File: src/hdl/tcw_pkg.sv
package tcw_pkg;

   localparam int MAX_COLS_DEF = 80;
   localparam int MAX_ROWS_DEF = 25;

   localparam int COL_W      = 7;
   localparam int ROW_W      = 5;
   localparam int BYTE_W     = 8;
   localparam int CELL_W     = 16;
   localparam int POS_W      = 11;
   localparam int IDX_W      = COL_W + ROW_W;
   localparam int CSR_ADDR_W = 3;
   localparam int CSR_DATA_W = 32;

   localparam logic [BYTE_W-1:0] NEWLINE_CODE = 8'd10;

   localparam logic REG_COLUMNS = 1'b0;
   localparam logic REG_ROWS    = 1'b1;

   localparam logic [COL_W-1:0] COLUMNS_RESET = 7'd80;
   localparam logic [ROW_W-1:0] ROWS_RESET    = 5'd25;

endpackage

File: src/hdl/text_console_writer.sv
// Channel   Direction  Handshake          Payload
// req_      in         req_valid/stall    char_code, attribute
// rsp_      out        rsp_valid/stall    cursor_position, cell_written, cell_index, did_scroll
// csr_      in/out     APB, pready high   columns (0x0), rows (0x4)
//
// Accept does the cursor multiply; ST_WORK then writes the cell and loads the result,
// waiting while an older result is held by rsp_stall. A scrolling item then copies the cell
// memory one cell a cycle through its single read port, then drains, before a new item is taken.
// After reset a clearing pass zeroes all MAX_COLS * MAX_ROWS cells; req_stall is high meanwhile.
// The result register lets the next item be taken while a result waits on rsp_stall.
module text_console_writer #(
   parameter int MAX_COLS = tcw_pkg::MAX_COLS_DEF,
   parameter int MAX_ROWS = tcw_pkg::MAX_ROWS_DEF
) (
   input  logic                              clock,
   input  logic                              reset,
   input  logic                              req_valid,
   output logic                              req_stall,
   input  logic [tcw_pkg::BYTE_W-1:0]        req_char_code,
   input  logic [tcw_pkg::BYTE_W-1:0]        req_attribute,
   output logic                              rsp_valid,
   input  logic                              rsp_stall,
   output logic [tcw_pkg::POS_W-1:0]         rsp_cursor_position,
   output logic                              rsp_cell_written,
   output logic [tcw_pkg::POS_W-1:0]         rsp_cell_index,
   output logic                              rsp_did_scroll,
   input  logic                              csr_psel,
   input  logic                              csr_penable,
   input  logic                              csr_pwrite,
   input  logic [tcw_pkg::CSR_ADDR_W-1:0]    csr_paddr,
   input  logic [tcw_pkg::CSR_DATA_W-1:0]    csr_pwdata,
   output logic [tcw_pkg::CSR_DATA_W-1:0]    csr_prdata,
   output logic                              csr_pready
);

   localparam int COL_W  = tcw_pkg::COL_W;
   localparam int ROW_W  = tcw_pkg::ROW_W;
   localparam int IDX_W  = tcw_pkg::IDX_W;
   localparam int CELL_W = tcw_pkg::CELL_W;
   localparam int POS_W  = tcw_pkg::POS_W;
   localparam int CELLS  = MAX_COLS * MAX_ROWS;
   localparam int ADDR_W = (CELLS > 1) ? $clog2(CELLS) : 1;
   localparam int COL_CAP = (MAX_COLS > (2**COL_W - 1)) ? (2**COL_W - 1) : MAX_COLS;
   localparam int ROW_CAP = (MAX_ROWS > (2**ROW_W - 1)) ? (2**ROW_W - 1) : MAX_ROWS;

   typedef enum logic [2:0] {
      ST_CLEAR,
      ST_IDLE,
      ST_WORK,
      ST_SCROLL,
      ST_DRAIN
   } state_type;

   state_type          state_ff, state_in;
   logic [COL_W-1:0]   columns_ff, columns_in;
   logic [ROW_W-1:0]   rows_ff, rows_in;
   logic [COL_W-1:0]   cursor_col_ff, cursor_col_in;
   logic [ROW_W-1:0]   cursor_row_ff, cursor_row_in;
   logic [tcw_pkg::BYTE_W-1:0] ch_ff, ch_in;
   logic [tcw_pkg::BYTE_W-1:0] attr_ff, attr_in;
   logic [COL_W-1:0]   item_col_ff, item_col_in;
   logic [ROW_W-1:0]   item_row_ff, item_row_in;
   logic [IDX_W-1:0]   idx_ff, idx_in;
   logic               rsp_valid_ff, rsp_valid_in;
   logic [POS_W-1:0]   rsp_pos_ff, rsp_pos_in;
   logic               rsp_wr_ff, rsp_wr_in;
   logic [POS_W-1:0]   rsp_idx_ff, rsp_idx_in;
   logic               rsp_scr_ff, rsp_scr_in;
   logic [ADDR_W-1:0]  clr_ff, clr_in;
   logic [IDX_W-1:0]   sc_ff, sc_in;
   logic [IDX_W-1:0]   sc_cols_ff, sc_cols_in;
   logic [IDX_W-1:0]   keep_ff, keep_in;
   logic [IDX_W-1:0]   last_ff, last_in;
   logic               pend_valid_ff, pend_valid_in;
   logic               pend_zero_ff, pend_zero_in;
   logic [ADDR_W-1:0]  pend_addr_ff, pend_addr_in;
   logic [CELL_W-1:0]  rdata_ff;

   logic [CELL_W-1:0]  cell_mem [CELLS];

   logic               mem_we;
   logic [ADDR_W-1:0]  mem_waddr;
   logic [CELL_W-1:0]  mem_wdata;
   logic [ADDR_W-1:0]  mem_raddr;

   logic [COL_W-1:0]   cols;
   logic [ROW_W-1:0]   nrows;
   logic [COL_W-1:0]   sat_col;
   logic [ROW_W-1:0]   sat_row;
   logic               req_accept;
   logic               rsp_take;
   logic               csr_wr;
   logic               newline;
   logic [COL_W:0]     col_inc;
   logic [ROW_W:0]     row_inc;
   logic               wrap;
   logic               scroll;
   logic [IDX_W-1:0]   base;
   logic [IDX_W-1:0]   pos;

   always_comb begin
      if (columns_ff == '0) begin
         cols = COL_W'(1);
      end else if (int'(columns_ff) > COL_CAP) begin
         cols = COL_W'(COL_CAP);
      end else begin
         cols = columns_ff;
      end
      if (rows_ff == '0) begin
         nrows = ROW_W'(1);
      end else if (int'(rows_ff) > ROW_CAP) begin
         nrows = ROW_W'(ROW_CAP);
      end else begin
         nrows = rows_ff;
      end
   end

   assign sat_col = (cursor_col_ff >= cols) ? cols - COL_W'(1) : cursor_col_ff;
   assign sat_row = (cursor_row_ff >= nrows) ? nrows - ROW_W'(1) : cursor_row_ff;

   assign req_stall  = (state_ff != ST_IDLE);
   assign req_accept = req_valid && !req_stall;
   assign rsp_take   = rsp_valid_ff && !rsp_stall;
   assign csr_pready = 1'b1;
   assign csr_wr     = csr_psel && csr_penable && csr_pwrite && csr_pready;
   assign csr_prdata = (csr_paddr[2] == tcw_pkg::REG_ROWS)
                       ? {{(tcw_pkg::CSR_DATA_W-ROW_W){1'b0}}, rows_ff}
                       : {{(tcw_pkg::CSR_DATA_W-COL_W){1'b0}}, columns_ff};

   assign newline = (ch_ff == tcw_pkg::NEWLINE_CODE);
   assign col_inc = {1'b0, item_col_ff} + (COL_W+1)'(1);
   assign row_inc = {1'b0, item_row_ff} + (ROW_W+1)'(1);
   assign wrap    = newline || (col_inc >= {1'b0, cols});
   assign scroll  = wrap && (row_inc >= {1'b0, nrows});
   assign base    = idx_ff - IDX_W'(item_col_ff);
   assign pos     = !wrap ? idx_ff + IDX_W'(1) : (scroll ? base : base + IDX_W'(cols));

   always_comb begin
      state_in      = state_ff;
      columns_in    = columns_ff;
      rows_in       = rows_ff;
      cursor_col_in = cursor_col_ff;
      cursor_row_in = cursor_row_ff;
      ch_in         = ch_ff;
      attr_in       = attr_ff;
      item_col_in   = item_col_ff;
      item_row_in   = item_row_ff;
      idx_in        = idx_ff;
      rsp_valid_in  = rsp_valid_ff && !rsp_take;
      rsp_pos_in    = rsp_pos_ff;
      rsp_wr_in     = rsp_wr_ff;
      rsp_idx_in    = rsp_idx_ff;
      rsp_scr_in    = rsp_scr_ff;
      clr_in        = clr_ff;
      sc_in         = sc_ff;
      sc_cols_in    = sc_cols_ff;
      keep_in       = keep_ff;
      last_in       = last_ff;
      pend_valid_in = pend_valid_ff;
      pend_zero_in  = pend_zero_ff;
      pend_addr_in  = pend_addr_ff;
      mem_we        = 1'b0;
      mem_waddr     = pend_addr_ff;
      mem_wdata     = pend_zero_ff ? '0 : rdata_ff;
      mem_raddr     = ADDR_W'(sc_ff + sc_cols_ff);

      if (csr_wr) begin
         if (csr_paddr[2] == tcw_pkg::REG_ROWS) begin
            rows_in = csr_pwdata[ROW_W-1:0];
         end else begin
            columns_in = csr_pwdata[COL_W-1:0];
         end
      end

      case (state_ff)
         ST_CLEAR: begin
            mem_we    = 1'b1;
            mem_waddr = clr_ff;
            mem_wdata = '0;
            clr_in    = clr_ff + ADDR_W'(1);
            if (clr_ff == ADDR_W'(CELLS - 1)) begin
               state_in = ST_IDLE;
            end
         end
         ST_IDLE: begin
            if (req_accept) begin
               ch_in       = req_char_code;
               attr_in     = req_attribute;
               item_col_in = sat_col;
               item_row_in = sat_row;
               idx_in      = IDX_W'(sat_row) * IDX_W'(cols) + IDX_W'(sat_col);
               state_in    = ST_WORK;
            end
         end
         ST_WORK: begin
            if (!rsp_valid_ff || rsp_take) begin
               mem_we       = !newline;
               mem_waddr    = ADDR_W'(idx_ff);
               mem_wdata    = {attr_ff, ch_ff};
               rsp_valid_in = 1'b1;
               rsp_pos_in   = pos[POS_W-1:0];
               rsp_wr_in    = !newline;
               rsp_idx_in   = newline ? '0 : idx_ff[POS_W-1:0];
               rsp_scr_in   = scroll;
               cursor_col_in = wrap ? '0 : col_inc[COL_W-1:0];
               cursor_row_in = (wrap && !scroll) ? row_inc[ROW_W-1:0] : item_row_ff;
               if (scroll) begin
                  sc_in         = '0;
                  sc_cols_in    = IDX_W'(cols);
                  keep_in       = base;
                  last_in       = base + IDX_W'(cols) - IDX_W'(1);
                  pend_valid_in = 1'b0;
                  state_in      = ST_SCROLL;
               end else begin
                  state_in = ST_IDLE;
               end
            end
         end
         ST_SCROLL: begin
            mem_we        = pend_valid_ff;
            pend_valid_in = 1'b1;
            pend_zero_in  = (sc_ff >= keep_ff);
            pend_addr_in  = ADDR_W'(sc_ff);
            sc_in         = sc_ff + IDX_W'(1);
            if (sc_ff == last_ff) begin
               state_in = ST_DRAIN;
            end
         end
         ST_DRAIN: begin
            mem_we        = pend_valid_ff;
            pend_valid_in = 1'b0;
            state_in      = ST_IDLE;
         end
         default: begin
            state_in = ST_IDLE;
         end
      endcase
   end

   always_ff @(posedge clock) begin
      if (mem_we) begin
         cell_mem[mem_waddr] <= mem_wdata;
      end
      rdata_ff <= cell_mem[mem_raddr];
   end

   always_ff @(posedge clock) begin
      ch_ff        <= ch_in;
      attr_ff      <= attr_in;
      item_col_ff  <= item_col_in;
      item_row_ff  <= item_row_in;
      idx_ff       <= idx_in;
      rsp_pos_ff   <= rsp_pos_in;
      rsp_wr_ff    <= rsp_wr_in;
      rsp_idx_ff   <= rsp_idx_in;
      rsp_scr_ff   <= rsp_scr_in;
      sc_ff        <= sc_in;
      sc_cols_ff   <= sc_cols_in;
      keep_ff      <= keep_in;
      last_ff      <= last_in;
      pend_zero_ff <= pend_zero_in;
      pend_addr_ff <= pend_addr_in;
      if (reset) begin
         state_ff      <= ST_CLEAR;
         columns_ff    <= tcw_pkg::COLUMNS_RESET;
         rows_ff       <= tcw_pkg::ROWS_RESET;
         cursor_col_ff <= '0;
         cursor_row_ff <= '0;
         rsp_valid_ff  <= 1'b0;
         pend_valid_ff <= 1'b0;
         clr_ff        <= '0;
      end else begin
         state_ff      <= state_in;
         columns_ff    <= columns_in;
         rows_ff       <= rows_in;
         cursor_col_ff <= cursor_col_in;
         cursor_row_ff <= cursor_row_in;
         rsp_valid_ff  <= rsp_valid_in;
         pend_valid_ff <= pend_valid_in;
         clr_ff        <= clr_in;
      end
   end

   assign rsp_valid           = rsp_valid_ff;
   assign rsp_cursor_position = rsp_pos_ff;
   assign rsp_cell_written    = rsp_wr_ff;
   assign rsp_cell_index      = rsp_idx_ff;
   assign rsp_did_scroll      = rsp_scr_ff;

endmodule

File: config.mk
export PLATFORM = sky130hd
export DESIGN_NAME = text_console_writer
export DESIGN_NICKNAME = d
export VERILOG_FILES = /design/src/hdl/tcw_pkg.sv /design/src/hdl/text_console_writer.sv
export SDC_FILE = /design/constraint.sdc
export NUM_CORES = 1
export LEC_CHECK = 0
export BUFFER_PORTS_ARGS = -buffer_cell sky130_fd_sc_hd__buf_2
export CAP_MARGIN = 20
export CELL_PAD_IN_SITES_DETAIL_PLACEMENT = 1
export CELL_PAD_IN_SITES_GLOBAL_PLACEMENT = 2
export CORE_UTILIZATION = 37
export CTS_BUF_LIST = sky130_fd_sc_hd__clkbuf_8 sky130_fd_sc_hd__clkbuf_16
export DETAILED_ROUTE_END_ITERATION = 7
export PLACE_DENSITY = 0.82
export REMOVE_ABC_BUFFERS = 1
export SLEW_MARGIN = 0
export SYNTH_ARGS = -nofsm -noshare
export SYNTH_HDL_FRONTEND = slang
export SYNTH_SLANG_ARGS = --single-unit
File: constraint.sdc
create_clock -name clock -period 7.25 [get_ports clock]
set_input_delay 0 -clock clock [delete_from_list [all_inputs] [get_ports clock]]
set_output_delay 0 -clock clock [all_outputs]
set_load 0.01 [all_outputs]
==> flow_summary.ini, run 1 <==
[outcome]
status = finished, violations left
failed_checks = design-rule violations

[sta]
finalSetupViolCount = 0
final.setup.tns_ns = 0
rsz0062_at_grt = no
tightest_slew_ns = 0.949
skew_ns = 0.0101
finalCriticalPeriod_ns = 6.52
hold_violations = 0
fmax_mhz = 153
slew_headroom_pct = 36.5
slew_viol_final = 0
post-route-period-util_pct = 89.9

[die]
pin_count = 117
dieArea_sq_um = 23100
start_util_pct = 37.9
rows = 54
die_h_microns = 152
core_region_area_sq_um = 22000
die_x_microns = 152

[synthesis]
netlist_area_sq_um = 8330
synth_edf_count = 80
synth.avg_cell_area_sq_um = 9.78
synth_cell_types = 60
synth_flop_cell = edfxtp_1
yosys_warnings = 0
ys_ff_latch = 119
syn_inst = 851
ys_seq_area_share_pct = 38.2
synthArstFlopShare_pct = 0

[worst_setup_path]
endpoint_kind = flop
crit_type = reg -> reg
worst_r2r_path_depth = 25
max_stage_delay_ns = 0.54
arrival_ns = 6.69
crit_top_cell = a21o_1
path_buf_inv = 3
cp_top_family = adder cells
r2r-end = idx_ff[11]
start_kind = flop
r2r-start = rows_ff[3]
cp_slowest_cell = mux2i_1
worstPathRequired_ns = 7.42
r2r_slack_ns = 0.73
cp_max_fo = 8

[global_route]
grt_max_degree = 40
grt_pass1_wl_mm = 33.9
grt_usage_pct = 18.7
antenna_found_initial = 0
grt_remaining_overflow = 0
grt_pass1_vias = 6485

[finish]
drive_gt1_share_pct = 12.8
fillCellCount = 2518
syn2layout_area_growth_pct = 15.6
seqCellArea_sq_um = 3180
nets = 1085
multi_input_area_sq_um = 4680
antennaDiodeCount = 0
utilization_pct = 43.8

[cts]
cts_inserted_buffers = 17
clock-sinks = 119
clkTransAtPathRegs_ns = 0.06
cts_root_buf = clkbuf_16
cts_tree = done
h-tree-depth = 4
clk_latency_ns = 0.42
clk_path_buf_depth = 2

[route]
routed_wl_mm = 20.3
first_iter_violations = 212
num_vias = 6182
routedWlPerCell_microns = 16.5
first_pass_iters = 8
drtAntennaViolNets = 0
drc_errors = 12
via_per_inst = 5.03

[min_path]
holdPathEnd = columns_ff[2]
hold_start = reset
holdPathStages = 2
min_path_type = in -> reg

[placed_design]
place_congestion = 0.758
port_buffers = 55
dp_hpwl_mm = 15.4

[power]
p_int_mw = 1.74
p_comb_share_pct = 35.2
leakagePower_nw = 4.06
p_per_area_nw_per_um2 = 280
p_sw_mw = 0.956
power_frac_clock_pct = 30.0
peakVddDrop_mv = 0.169
switching_share_pct = 35.5
seq_power_share_pct = 34.8

[flow_run]
drv_cap = 0
cells in the final DEF (no fill, tap or decap), types with 25 or more instances in the layout:
cell and instances:
ha_1 66, xor2_1 25, dfxtp_1 39, edfxtp_1 80, nand2_1 61, a21oi_1 41, nor2_1 95, inv_1 77
conb_1 26, xnor2_1 65, buf_2 55
routing by layer:
layer | track usage [%] | wire [microns] | up-vias | part of all wire (%)
met1 | 23.8 | 9470 | 3012 | 47
li1 | - | - | 3060 | -
met2 | 32.7 | 10000 | 86 | 49
met4 | 6.17 | 344 | 0 | 1.7
met3 | 2.65 | 483 | 24 | 2.4
met5 | 0 | 0 | - | 0
power groups by stage:
stage / sequential [mW] / clock, mW / combinational (mW)
2_1_floorplan: 0.948 / 0 / 0.663
3_3_place_gp: 0.949 / 0 / 0.923
3_5_place_dp: 0.953 / 0 / 0.947
4_1_cts: 0.939 / 0.825 / 0.965
5_1_grt: 0.952 / 0.854 / 1.08
6_report: 0.938 / 0.808 / 0.949
registers in the layout (all words and copies together) (netlist names), 8 cells and up:
signal and cells:
idx_ff 12, last_ff 12, sc_ff 12, clr_ff 11, rsp_cell_index 11, rsp_cursor_position 11
ch_ff 8
cells by family after synthesis:
| logic type | share of synthesized area, % |
|---|---|
| AOI/OAI and AO/OA | 9.39 |
| xor gates and xnor gates | 9.93 |
| adders and majority gates | 15.7 |
| buffers and inverters | 6.76 |
| DFF | 38.2 |
| muxes | 4.24 |
| other | 0.0902 |
| and+or+nand+nor | 15.7 |
worst max path at each step:
stage | from | endpoint | slack (ns) | depth (start not counted)
2_1_floorplan | columns_ff[5] | idx_ff[11] | 1.15 | 27
3_3_place_gp | rows_ff[4] | idx_ff[10] | 0.89 | 26
3_5_place_dp | rows_ff[4] | idx_ff[11] | 0.71 | 25
4_1_cts | rows_ff[3] | idx_ff[11] | 0.71 | 25
5_1_grt | columns_ff[5] | idx_ff[11] | 0.10 | 29
6_report | rows_ff[3] | idx_ff[11] | 0.73 | 25
per-stage QoR:
stage / hold slack (ns) / area, sq um / power, mW / std cells / worst slack (ns)
after floorplan: 0.0429 / 8140 / 1.61 / 831 / 1.15
after global placement: 0.178 / 8890 / 1.87 / 1181 / 0.891
after detailed placement: 0.178 / 8890 / 1.90 / 1181 / 0.714
after CTS: 0.161 / 9620 / 2.73 / 1230 / 0.711
after global routing: 0.188 / 9620 / 2.88 / 1230 / 0.105
final: 0.159 / 9620 / 2.69 / 1230 / 0.731
area by class of cell:
class                      count  area share [%]
sequential                   119            33.1
clock inverter                13           0.923
inverter                      77            3.00
clock buffer                  19            4.94
multi-input combinational    635            48.6
tap                          280            3.64
timing repair buffer          87            5.80
Yosys cell counts (4+ instances only):
library cell | instances | area, sq um
a21o_1 | 18 | 135
o211ai_1 | 4 | 30.0
nand3_1 | 22 | 110
and3_1 | 7 | 43.8
o21ai_0 | 18 | 90.1
clkbuf_1 | 13 | 48.8
o21a_1 | 4 | 30.0
mux2_2 | 10 | 113
nor4_1 | 4 | 25.0
nor2b_1 | 9 | 56.3
nor2_1 | 96 | 360
nand2_1 | 61 | 229
a2bb2oi_1 | 4 | 35.0
edfxtp_1 | 80 | 2400
dfxtp_1 | 39 | 781
nand4_1 | 11 | 68.8
mux2i_1 | 24 | 240
xor2_1 | 25 | 219
nand2b_1 | 11 | 68.8
a211oi_1 | 5 | 37.5
a211o_1 | 6 | 52.6
buf_4 | 27 | 203
ha_1 | 66 | 826
or3_1 | 10 | 62.6
inv_1 | 76 | 285
fa_1 | 24 | 480
and2_1 | 15 | 93.8
a21oi_1 | 41 | 205
nor3_1 | 10 | 50.1
xnor2_1 | 65 | 569
timing repair:
action                    CTS  global route
hold buffers               17             0
resized for setup           0             0
hold endpoints to repair   22             0
setup buffers               0             0
Note: power is estimated with default switching activity, not from simulation.
==> run 2, diff against run 1 <==
Settings changed: CORE_ASPECT_RATIO from default to 0.7.
==> flow_summary.ini, run 2 (synthesized netlist as in run 1, its figures left out) <==
[outcome]
status = completed

[sta]
finalCriticalPeriod_ns = 6.48
slew_viol_final = 0
hold_violations = 0
final.setup.tns_ns = 0
setup_slack_ns = 0.775
post-route-period-util_pct = 89.3
skew_ns = 0.00872
rsz0062_at_grt = no
finalSetupViolCount = 0
slew_headroom_pct = 30.2
fmax_mhz = 154
tightest_slew_ns = 1.05

[worst_setup_path]
critPathLaunch = rows_ff[2]
cp_max_fo = 8
worstPathCellList = nor2_1 -> nor2_1 -> nor3_1 -> inv_1 -> ha_1 -> nand2b_1 -> a21o_1 -> a21o_1 -> a21o_1 -> a21o_1 -> a21oi_1 -> nand2_1 -> fa_1 -> fa_1 -> fa_1 -> inv_1 -> ha_1 -> a21oi_1 -> o21ai_0 -> a21oi_1 -> o21ai_0 -> a21o_1 -> a21oi_1 -> xor2_1
r2r-end = idx_ff[11]
path_buf_inv = 2
crit_type = reg -> reg
crit_top_cell = a21o_1
crit_path_end = idx_ff[11]
max_stage_delay_ns = 0.60
worst_r2r_path_depth = 24
cp_top_family = compound AO/OA/AOI/OAI gates
r2r_slack_ns = 0.77
r2r-start = rows_ff[2]
endpoint_kind = flop
arrival_ns = 6.65
worstPathRequired_ns = 7.42
path_depth = 24
cp_slowest_cell = a21oi_1
start_kind = flop

[cts]
post_cts_buffers = 0
postCtsResizedCells = 0
cts_tree = done
clk_latency_ns = 0.43
h-tree-depth = 4
cts_root_buf = clkbuf_16
clk_path_buf_depth = 2
clkTransAtPathRegs_ns = 0.06
cts_inserted_buffers = 17
clock-sinks = 119
cts_hold_buf = 16

[route]
first_iter_violations = 266
num_vias = 6218
routedWlPerCell_microns = 17.0
highest_layer = met4
drtAntennaViolNets = 0
wl_met2_mm = 8.81
first_pass_iters = 7
routed_wl_mm = 20.9
dr_wl_met3_microns = 964
drc_errors = 0
wirelength_met1_mm = 10.9
via_per_inst = 5.05

[die]
pin_count = 117
dieArea_sq_um = 23100
die_h_microns = 128
core_region_area_sq_um = 21800
start_util_pct = 38.1
rows = 45
die_x_microns = 181

[placed_design]
place_congestion = 0.812
port_buffers = 55
pre_cts_slack_ns = 0.747
dp_hpwl_mm = 16.0

[global_route]
antenna_found_initial = 0
grt_remaining_overflow = 0
grt_pass1_wl_mm = 34.6
grt_max_degree = 40
grt_usage_pct = 19.4
grt_pass1_vias = 6436

[flow_run]
drv_cap = 0

[finish]
syn2layout_area_growth_pct = 15.9
final_common_cell = nor2_1
final_cell_mix = nor2_1, edfxtp_1, inv_1
reg.largest.list = idx_ff: 12 flops, last_ff: 12 flops, sc_ff: 12 flops
nets = 1084
drive_gt1_share_pct = 13.0
antennaDiodeCount = 0
utilization_pct = 44.2

[min_path]
min_path_type = in -> reg

[power]
leakagePower_nw = 4.06
peakVddDrop_mv = 0.186
p_per_area_nw_per_um2 = 284
==> run 2: final cells by class <==
class	count	area, sq um
clock inverters	13	116
flip-flops and latches	119	3180
fillers	2503	12200
well taps	282	353
clock buffers	19	475
repair buffers	86	548
multi-input cells	635	4680
inverters	77	289
==> run 2: how the worst min path moves through the flow <==
stage	slack, ns	endpoint	start	cells past startpoint
after global routing	0.07	state_ff[0]	req_valid	4
after global placement	0.18	ch_ff[6]	req_char_code[6]	1
after CTS	0.0002	state_ff[0]	req_valid	4
after floorplan	0.04	csr_prdata[6]	csr_paddr[2]	1
final	0.03	state_ff[0]	req_valid	4
after detailed placement	0.18	ch_ff[5]	req_char_code[5]	1
==> run 2: power breakdown <==
| part | switching, mW | internal [mW] |
|---|---|---|
| Combinational | 0.561 | 0.392 |
| Sequential | 0.0752 | 0.866 |
| Clock | 0.330 | 0.513 |
| Total | 0.966 | 1.77 |
==> run 2: stage by stage <==
stage / power [mW] / hold WS, ns / area [sq um] / cells
global route: 2.93 / 0.0705 / 9650 / 1231
detailed placement: 1.90 / 0.179 / 8890 / 1183
global placement: 1.88 / 0.179 / 8890 / 1183
CTS: 2.77 / 0.000200 / 9650 / 1231
floorplan: 1.61 / 0.0429 / 8140 / 831
finish: 2.74 / 0.0304 / 9650 / 1231
==> run 2: worst min-delay path, stage by stage <==
cell and delay [ns]:
buf_2 0.07, inv_1 0.08, o21ai_0 0.19, a21oi_1 0.07
==> run 2: metal layers <==
layer  vias up  track usage (%)
met4         0             5.03
met5         -                0
met2       107             28.6
met3        12             4.93
met1      3042             28.2
li1       3057                -
==> run 3, diff against run 2 <==
Settings changed: ABC_AREA from default to 1, CORE_UTILIZATION 37 to 35, PLACE_DENSITY 0.82 to 0.83.
==> flow_summary.ini, run 3 <==
[outcome]
status = completed

[finish]
utilization_pct = 41.1
finalInstanceArea_sq_um = 10100
reg.largest.list = idx_ff: 12 flops, last_ff: 12 flops, sc_ff: 12 flops
fin_cells = 1524
drive_gt1_share_pct = 12.3
nets = 1334
final_common_cell = nand2_1
final_cell_mix = nand2_1, inv_1, nor2_1
syn2layout_area_growth_pct = 14.8
antennaDiodeCount = 0

[global_route]
top_usage_layer = met2
grt_usage_pct = 20.1
antenna_found_initial = 0
grt_util_met1_pct = 29.7
globalRouteMet3Util_pct = 3.38
grt_pass1_wl_mm = 39.7
use_met2_pct = 30.3
grt_pass1_vias = 7505
grt_max_degree = 33
grt_remaining_overflow = 0

[synthesis]
ys_top_cells_by_count = nand2_1, inv_1, nor2_1
synth_flop_cell = edfxtp_1
synth_cell_types = 46
synthArstFlopShare_pct = 0
synth.most_common_cell = nand2_1
synth_edf_count = 80
synth_top_area_share_pct = 27.2
ys_ff_latch = 119
netlist_area_sq_um = 8830
yosys_warnings = 0
synth.avg_cell_area_sq_um = 8.01
synth_top_area_cell = edfxtp_1
synth.top_cells.by_area = edfxtp_1, ha_1, nand2_1
syn_inst = 1103
ys_seq_area_share_pct = 36.0

[flow_run]
drv_cap = 0

[worst_setup_path]
cp_slowest_cell = fa_1
arrival_ns = 6.39
start_kind = flop
r2r-start = rows_ff[3]
cp_max_fo = 10
max_stage_delay_ns = 0.53
endpoint_kind = flop
crit_top_cell = inv_1
crit_type = reg -> reg
r2r_slack_ns = 1.04
worstPathRequired_ns = 7.42
r2r-end = idx_ff[10]
worst_r2r_path_depth = 27

[sta]
slew_headroom_pct = 40.6
finalSetupViolCount = 0
fmax_mhz = 161
whs_ns = 0.0185
setup_slack_ns = 1.04
post-route-period-util_pct = 85.7
finalCriticalPeriod_ns = 6.21
hold_violations = 0
tightest_slew_ns = 0.887
final.setup.tns_ns = 0
rsz0062_at_grt = no
skew_ns = 0.0154
slew_viol_final = 0

[route]
routedWlPerCell_microns = 16.1
num_vias = 7309
first_pass_iters = 4
routed_wl_mm = 24.5
first_iter_violations = 358
drtAntennaViolNets = 0
via_per_inst = 4.80
drc_errors = 0

[cts]
postCtsResizedCells = 0
cts_inserted_buffers = 17
clk_latency_ns = 0.44
cts_root_buf = clkbuf_16
clkTransAtPathRegs_ns = 0.06
clock-sinks = 119
clk_path_buf_depth = 2
cts_tree = done
h-tree-depth = 4

[die]
rows = 48
dieArea_sq_um = 25900
die_h_microns = 135
die_x_microns = 192
core_region_area_sq_um = 24700
pin_count = 117
start_util_pct = 35.8

[placed_design]
dp_hpwl_mm = 19.2
placedCellCount = 1473
postPlaceCellArea_sq_um = 9370
place_congestion = 0.873
pre_cts_slack_ns = 1.08
port_buffers = 55

[min_path]
holdPathEnd = clr_ff[2]
holdPathStages = 2
min_path_type = in -> reg
hold_start = reset

[power]
leakagePower_nw = 4.66
p_per_area_nw_per_um2 = 198
peakVddDrop_mv = 0.162
p_total_mw = 2.00
-- run 3: cell types whose count changed after synthesis, sizes merged, moves of 20 or more --
| cell | delta |
|---|---|
| nand2 | +176 |
| inv | +125 |
| xnor2 | -52 |
| nand3 | +50 |
| o21ai | +36 |
| mux2i | -24 |
| a21oi | +20 |
-- run 3: cells by family (layout without fill, tap and decap cells) --
group / after synthesis / after routing / share of synthesized area (%)
and+or+nand+nor: 462 / 462 / 23.7
DFF: 119 / 119 / 36.0
adders and majority gates: 90 / 90 / 14.8
other: 2 / 26 / 0.0850
buffers and inverters: 239 / 311 / 11.5
xor gates and xnor gates: 49 / 49 / 4.86
AOI/OAI and AO/OA: 142 / 142 / 8.98
-- run 3: repair_timing --
action / in CTS / in global routing
endpoints found under the hold margin: 22 / 0
setup buffers: 0 / 0
hold buffers: 18 / 0
-- run 3: worst max path at each step --
stage | start | to | slack, ns | depth (start not counted)
global placement | rows_ff[3] | idx_ff[10] | 1.25 | 27
global route | rows_ff[3] | idx_ff[10] | 0.58 | 27
finish | rows_ff[3] | idx_ff[10] | 1.04 | 27
detailed placement | rows_ff[3] | idx_ff[10] | 1.08 | 27
floorplan | rows_ff[3] | idx_ff[10] | 2.00 | 27
CTS | rows_ff[3] | idx_ff[10] | 1.03 | 27
-- run 3: layout make-up --
class / instances / area, sq um
multi-input combinational: 769 / 4720
fill: 3040 / 14500
sequential: 119 / 3180
inverter: 201 / 754
clock buffer: 17 / 425
timing repair buffer: 78 / 497
clock inverter: 15 / 153
tap: 325 / 407
-- run 3: worst max-delay path, delay by kind of cell (launching register included) --
family / cells / cell delay, ns
adder cells (fa/ha/maj): 5 / 2.18
AO/OA/AOI/OAI: 11 / 2.16
AND/OR/NAND/NOR: 6 / 0.62
buffers and inverters: 4 / 0.44
flip-flops: 1 / 0.39
XOR/XNOR: 1 / 0.16
-- run 3: report_power, final --
part / switching (mW) / internal (mW)
Combinational: 0.242 / 0.121
Clock: 0.349 / 0.506
Sequential: 0.0223 / 0.764
-- run 3: per-layer routing --
metal | share of wire (%) | routed length (microns)
met1 | 54 | 13100
met2 | 44 | 10700
met3 | 2.3 | 575
met4 | 0.61 | 149
met5 | 0 | 0
